==> src/design/triangle_box_overlap_macros.svh <==
// Assertion macros shared by the triangle/box overlap design.
// Each macro expects clk_i and rst_ni to be visible where it is used.
`ifndef TRIANGLE_BOX_OVERLAP_MACROS_SVH
`define TRIANGLE_BOX_OVERLAP_MACROS_SVH

// The consequent must hold in the same cycle as the antecedent.
`define TBO_ASSERT_SAME(lbl, ante, cons) \
  lbl: assert property (@(posedge clk_i) disable iff (!rst_ni) (ante) |-> (cons)) \
    else $error("tbo check failed in same cycle");

// The consequent must hold in the cycle after the antecedent.
`define TBO_ASSERT_NEXT(lbl, ante, cons) \
  lbl: assert property (@(posedge clk_i) disable iff (!rst_ni) (ante) |=> (cons)) \
    else $error("tbo check failed in next cycle");

`endif

==> src/design/tbo_pkg.sv <==
// Package for the triangle/box overlap pipeline: widths, types and codes.
// Used by every module of the design; depends on nothing.
package tbo_pkg;

  localparam int COORD_WIDTH = 24;
  localparam int HW  = 23;
  localparam int VW  = COORD_WIDTH + 1;
  localparam int EW  = COORD_WIDTH + 2;
  localparam int PW  = EW + VW;
  localparam int DW  = PW + 1;
  localparam int RW  = EW + HW + 1;
  localparam int KW  = ((DW > RW) ? DW : RW) + 1;
  localparam int NW  = 2 * EW + 1;
  localparam int NLO = NW / 2;
  localparam int NHI = NW - NLO;
  localparam int CNW = (((HW + 1) > VW) ? (HW + 1) : VW) + 1;
  localparam int TW  = NW + CNW;
  localparam int SW  = TW + 2;
  localparam int BW  = ((VW > (HW + 1)) ? VW : (HW + 1)) + 1;
  localparam int LATENCY = 7;

  typedef logic signed [COORD_WIDTH-1:0] coord_t;
  typedef logic signed [VW-1:0] vcoord_t;
  typedef logic signed [EW-1:0] ecoord_t;
  typedef logic [HW-1:0] half_t;

  typedef enum logic [1:0] {
    CFG_HALF_X = 2'd0,
    CFG_HALF_Y = 2'd1,
    CFG_HALF_Z = 2'd2
  } cfg_idx_e;

  typedef struct packed {
    logic edge_sep;
    logic box_sep;
  } sep_t;

endpackage

==> src/design/tbo_diff.sv <==
// Front stages: vertices moved to the box center, then the edges between the vertices.
// Depends on tbo_pkg.
module tbo_diff (
  input  logic            clk_i,
  input  tbo_pkg::coord_t vert_i [3][3],
  input  tbo_pkg::coord_t center_i [3],
  input  tbo_pkg::half_t  half_i [3],
  output tbo_pkg::vcoord_t v_o [3][3],
  output tbo_pkg::ecoord_t e_o [3][3],
  output tbo_pkg::half_t  half_o [3]
);
  import tbo_pkg::*;

  vcoord_t v1_q [3][3];
  half_t   h1_q [3];
  vcoord_t v2_q [3][3];
  ecoord_t e2_q [3][3];
  half_t   h2_q [3];

  always_ff @(posedge clk_i) begin
    for (int n = 0; n < 3; n++) begin
      for (int k = 0; k < 3; k++) begin
        v1_q[n][k] <= VW'(vert_i[n][k]) - VW'(center_i[k]);
      end
    end
    h1_q <= half_i;
  end

  always_ff @(posedge clk_i) begin
    for (int k = 0; k < 3; k++) begin
      e2_q[0][k] <= EW'(v1_q[1][k]) - EW'(v1_q[0][k]);
      e2_q[1][k] <= EW'(v1_q[2][k]) - EW'(v1_q[1][k]);
      e2_q[2][k] <= EW'(v1_q[0][k]) - EW'(v1_q[2][k]);
    end
    v2_q <= v1_q;
    h2_q <= h1_q;
  end

  assign v_o    = v2_q;
  assign e_o    = e2_q;
  assign half_o = h2_q;

endmodule

==> config.mk <==
export PLATFORM = sky130hd
export DESIGN_NAME = tbo_diff
export DESIGN_NICKNAME = d
export VERILOG_FILES = /design/src/design/triangle_box_overlap_macros.svh /design/src/design/tbo_pkg.sv /design/src/design/tbo_diff.sv
export SDC_FILE = /design/constraint.sdc
export NUM_CORES = 2
export LEC_CHECK = 0
export ABC_CLOCK_PERIOD_IN_PS = 5900
export BUFFER_PORTS_ARGS = -buffer_cell sky130_fd_sc_hd__buf_2
export CORE_AREA = 2 2 340 342
export CTS_CLUSTER_SIZE = 24
export DETAILED_ROUTE_END_ITERATION = 8
export DIE_AREA = 0 0 342 344
export PLACE_DENSITY = 0.63
export SETUP_SLACK_MARGIN = 0.15
export SLEW_MARGIN = 20
export SYNTH_ARGS = -nofsm -noshare
export SYNTH_HDL_FRONTEND = slang
export SYNTH_SLANG_ARGS = --single-unit
==> constraint.sdc <==
create_clock -name clk_i -period 5.9 [get_ports clk_i]
set_clock_uncertainty 0.15 [all_clocks]
set_input_delay 0.59 -clock clk_i [delete_from_list [all_inputs] [get_ports clk_i]]
set_output_delay 0.59 -clock clk_i [all_outputs]
set_load 0.005 [all_outputs]
; Word level (Yosys, flattened, before mapping)
; Index checks and enable logic that the tools add are counted.
[word_totals]
reg_bits = 822
input_bits = 358
output_inout_bits = 528
elab_cells = 51
[classes]
addsub = 18
[ops]
columns = cell, n
row1 = subtractor 25 x 25 -> 26 bit, 9
row2 = subtractor 24 x 24 -> 25 bit, 9

; Longest topological paths before layout
[depth]
depth_word = 1
ltp_mapped = 13
mapped_depth_nobuf = 13

; Least setup slack after synthesis
; Ideal clock, no wire load.
[synth_timing]
path_kind = in2reg
startpoint = in vert_i[144] in the netlist's numbering
endpoint = reg v1_q[174] in the netlist's numbering
setup_time_ps = 117
arrival_time_ps = 2911
t_required_ps = 5633
setup_slack_ps = 2722
stages = 11
n_path_buf = 0
path_cell_list = inv_1 > ha_1 > fa_1 > nor2b_1 > o21ai_1 > a2111oi_0 > nor3_1 > a21oi_1 > o41ai_1 > or3_1 > a32o_1
[synth_between]
elab_chain_cells = 1
[synth_rtl]
columns = item, line_no
row1 = "start, declared", tbo_diff.sv:5  ; input tbo_pkg::coord_t vert_i [3][3],
row2 = subtractor 24 x 24 -> 25 bit, tbo_diff.sv:23  ; v1_q[n][k] <= VW'(vert_i[n][k]) - VW'(center_i[k]);
row3 = "end signal, assigned by index", tbo_diff.sv:23
row4 = "end, declared", tbo_diff.sv:14  ; vcoord_t v1_q [3][3];
; No other way between the ends.

; Worst setup path in the final report
[layout_timing]
startpoint = reg v1_q[0] in the netlist's numbering
endpoint = reg e2_q, in the netlist e_o[24]
[layout_between]
elab_chain_cells = 1
[layout_rtl]
columns = item, line_no
row1 = subtractor 25 x 25 -> 26 bit, tbo_diff.sv:33  ; e2_q[2][k] <= EW'(v1_q[0][k]) - EW'(v1_q[2][k]);
row2 = "end signal, assigned by index", tbo_diff.sv:31  ; e2_q[0][k] <= EW'(v1_q[1][k]) - EW'(v1_q[0][k]);
row3 = "end signal, assigned by index", tbo_diff.sv:32  ; e2_q[1][k] <= EW'(v1_q[2][k]) - EW'(v1_q[1][k]);
row4 = "end signal, assigned by index", tbo_diff.sv:33
row5 = "end, declared", tbo_diff.sv:17  ; ecoord_t e2_q [3][3];
; No other way between the ends.

==> metrics.csv <==
stage,metric,value,unit
floorplanning,core box area,114000,um2
synthesis,sequential area share after synthesis,43.3,%
cts,CTS tree,done,
synthesis,"EDFF count, synth",0,
synthesis,register bit total from synthesis,822,
global_route,first-pass GRT wire length,198000,um
cts,CTS max path bufs,3,
timing,hold_ws,0.0645,ns
synthesis,Synth Warn #,0,
pwr,Worst IR Drop VDD,0.238,mV
synthesis,asr flop ratio synth,0,%
final_layout,most frequent cells in the layout,"buf_2, dfxtp_1, inv_1",
critical_path,Arrival @ worst endpoint,4.12,ns
floorplanning,row cnt,124,
global_route,total grt overflow,0,
critical_path,CP Buf/Inv Count,1,
global_route,number of global-route vias before repair,31900,
pwr,PwrDens,474,nW/um2
cts,htree depth,3,
timing,# setup viols final,0,
timing,Final period util,62.2,%
detailed_routing,Detailed Route WL,142000,um
run_status,outcome,finished clean,
hold_path,worst hold start,center_i[0],
synthesis,syn avg cell area,9.61,um2
synthesis,"Top FF cell, synth",dfxtp_1,
timing,final hold violation count,0,
critical_path,Worst setup SP type,flip-flop,
floorplanning,die height,344,um
global_route,initial antenna violation count,68,
critical_path,type of destination of the critical path,flip-flop,
final_layout,ratio of cells with drive above 1 in the final layout,21.2,%
placement,port bufs,885,
critical_path,CP max stage cell,fa_1,
critical_path,Critical Path RT,6.35,ns
detailed_routing,vias,32500,
detailed_routing,DR DRC count,0,
synthesis,syn nets,4766,
timing,Final min period,3.67,ns
synthesis,number of library cell types mapped by synthesis,80,
floorplanning,starting density of the core,33.3,%
hold_path,worst hold path type,in2reg,
detailed_routing,Vias/cell,4.95,
final_layout,nets,5793,
cts,# clock sinks,822,
global_route,largest net degree at the start of global routing,17,
cts,total clock buffers created by CTS,91,
cts,post-CTS setup buffers,0,
timing,"Slew Viols, Final",0,
critical_path,critical path cell sequence,"ha_1, inv_1, fa_1, a211oi_1, o211ai_1, a32oi_2, a211oi_1, o311ai_2, a21oi_1, a311o_1, a21oi_1, xnor2_1",
critical_path,Worst Path Max Fanout,4,
detailed_routing,antenna-violating nets left,0,
cts,"Clk Latency, worst-skew pair",0.68,ns
critical_path,crit path launch,v1_q[0],
final_layout,Area Growth Syn to Fin,27.0,%
timing,Max Clk Rate,272,MHz
critical_path,critical path type,reg2reg,
synthesis,post-synthesis instance total,3949,
pwr,Pleak,23.9,nW
global_route,GRT Resource Usage Total,23.0,%
timing,worst slew pin tran,1.01,ns
critical_path,reg-to-reg startpoint,v1_q[0],
final_layout,"commonest non-fill, non-tap cell in the layout",buf_2,
detailed_routing,WL per Instance,21.6,um
floorplanning,die footprint,118000,um2
placement,Final GP Congestion,0.939,
timing,unrepaired setup endpoints after global routing,false,
detailed_routing,Iter 0 DRT Violations,1829,
cts,Root Buffer,clkbuf_16,
flow_run,max-cap violations,0,
detailed_routing,Initial DRT Pass Iterations,5,
synthesis,Syn Std Cell Area,38000,um2
timing,relative max-transition margin,32.0,%
placement,DP HPWL,120000,um
final_layout,Filler cells,11200,
cts,CTS clock-pin slew for the worst setup and hold paths,0.06,ns
critical_path,Max stage delay on crit path,0.42,ns
floorplanning,I/O pin cnt,886,
floorplanning,Die X,342,um
timing,setup TNS,0,ns
critical_path,family with the most delay on the worst path,compound AO/OA/AOI/OAI gates,
through the flow:
stage | setup slack, ns | utilization (%) | total power [mW] | cells | area [um2]
global placement | 1.93 | 38.8 | 16.6 | 6326 | 44200
detailed placement | 1.97 | 38.8 | 16.7 | 6326 | 44200
finish | 2.23 | 42.3 | 22.9 | 6573 | 48200
global route | 2.04 | 42.3 | 24.2 | 6572 | 48200
floorplan | 2.72 | - | 13.0 | 3949 | 38000
CTS | 2.22 | 42.3 | 23.0 | 6565 | 48200
worst min-delay path: stages:
cell and delay, ns:
buf_2 0.11, ha_1 0.12, inv_1 0.03
cell families (layout without fill, tap and decap cells):
logic type / count (synthesis) / in the layout / share of synthesized area [%]
xor+xnor: 364 / 364 / 8.40
compound gates: 1049 / 1049 / 18.1
simple gates: 783 / 783 / 9.95
buf+inv: 470 / 1574 / 4.65
fa+ha+maj: 459 / 459 / 15.5
other cells: 0 / 8 / 0
mux: 2 / 2 / 0.0527
flops: 822 / 822 / 43.3
registers in the layout, indices dropped and copies added (netlist names):
signal	flops
e_o	234
v1_q	225
h1_q	69
half_o	69
v_o	225
per-layer routing:
metal	track usage, %	up-vias	wire length (um)
met5	0	-	297
met4	12.3	44	7980
met3	6.67	335	11500
met2	40.3	1148	68200
met1	25.2	15200	54100
li1	-	15800	-
Yosys cell counts, drive strengths merged, types with 35 or more instances:
cell    count  area [um2]
inv       447        1680
a31oi      44         275
o21ai     174         871
nand2b     51         319
nor3       58         290
dfxtp     822       16500
nand4      35         219
nor2      220         826
nand2     186         698
ha        441        5520
xor2      103         902
nand3      63         315
and3       39         244
nor2b      69         432
a21o      180        1350
xnor2     261        2290
o21a       66         495
a21oi     319        1600
o21bai     39         293
power by group:
| group | total, mW | internal (mW) | switching [mW] |
|---|---|---|---|
| registers | 8.17 | 7.17 | 1.00 |
| clock network | 6.19 | 3.67 | 2.52 |
| logic | 8.51 | 3.66 | 4.85 |
| total | 22.9 | 14.5 | 8.37 |
layout make-up:
type	instances	area (um2)	share of cell area, %
well taps	1512	1890	3.92
diodes	8	20.0	0.0415
multi-input cells	2657	19700	40.9
inverters	448	1680	3.49
clock inverters	54	751	1.56
repair buffers	956	5130	10.6
clock buffers	116	2540	5.27
flip-flops and latches	822	16500	34.1
worst paths after layout:
path	to	slack, ns	cells after the start
setup reg to reg	e_o[24]	2.23	12
hold reg to reg	half_o[13]	0.14	0
setup / recovery	e_o[24]	2.23	12
hold / removal	v1_q[75]	0.06	3
repair_timing:
action	4_1_cts	5_1_grt
gates resized for setup	0	0
hold buffers	69	0
hold endpoints to repair	69	0
No activity file was read; power rests on OpenSTA's default activity.
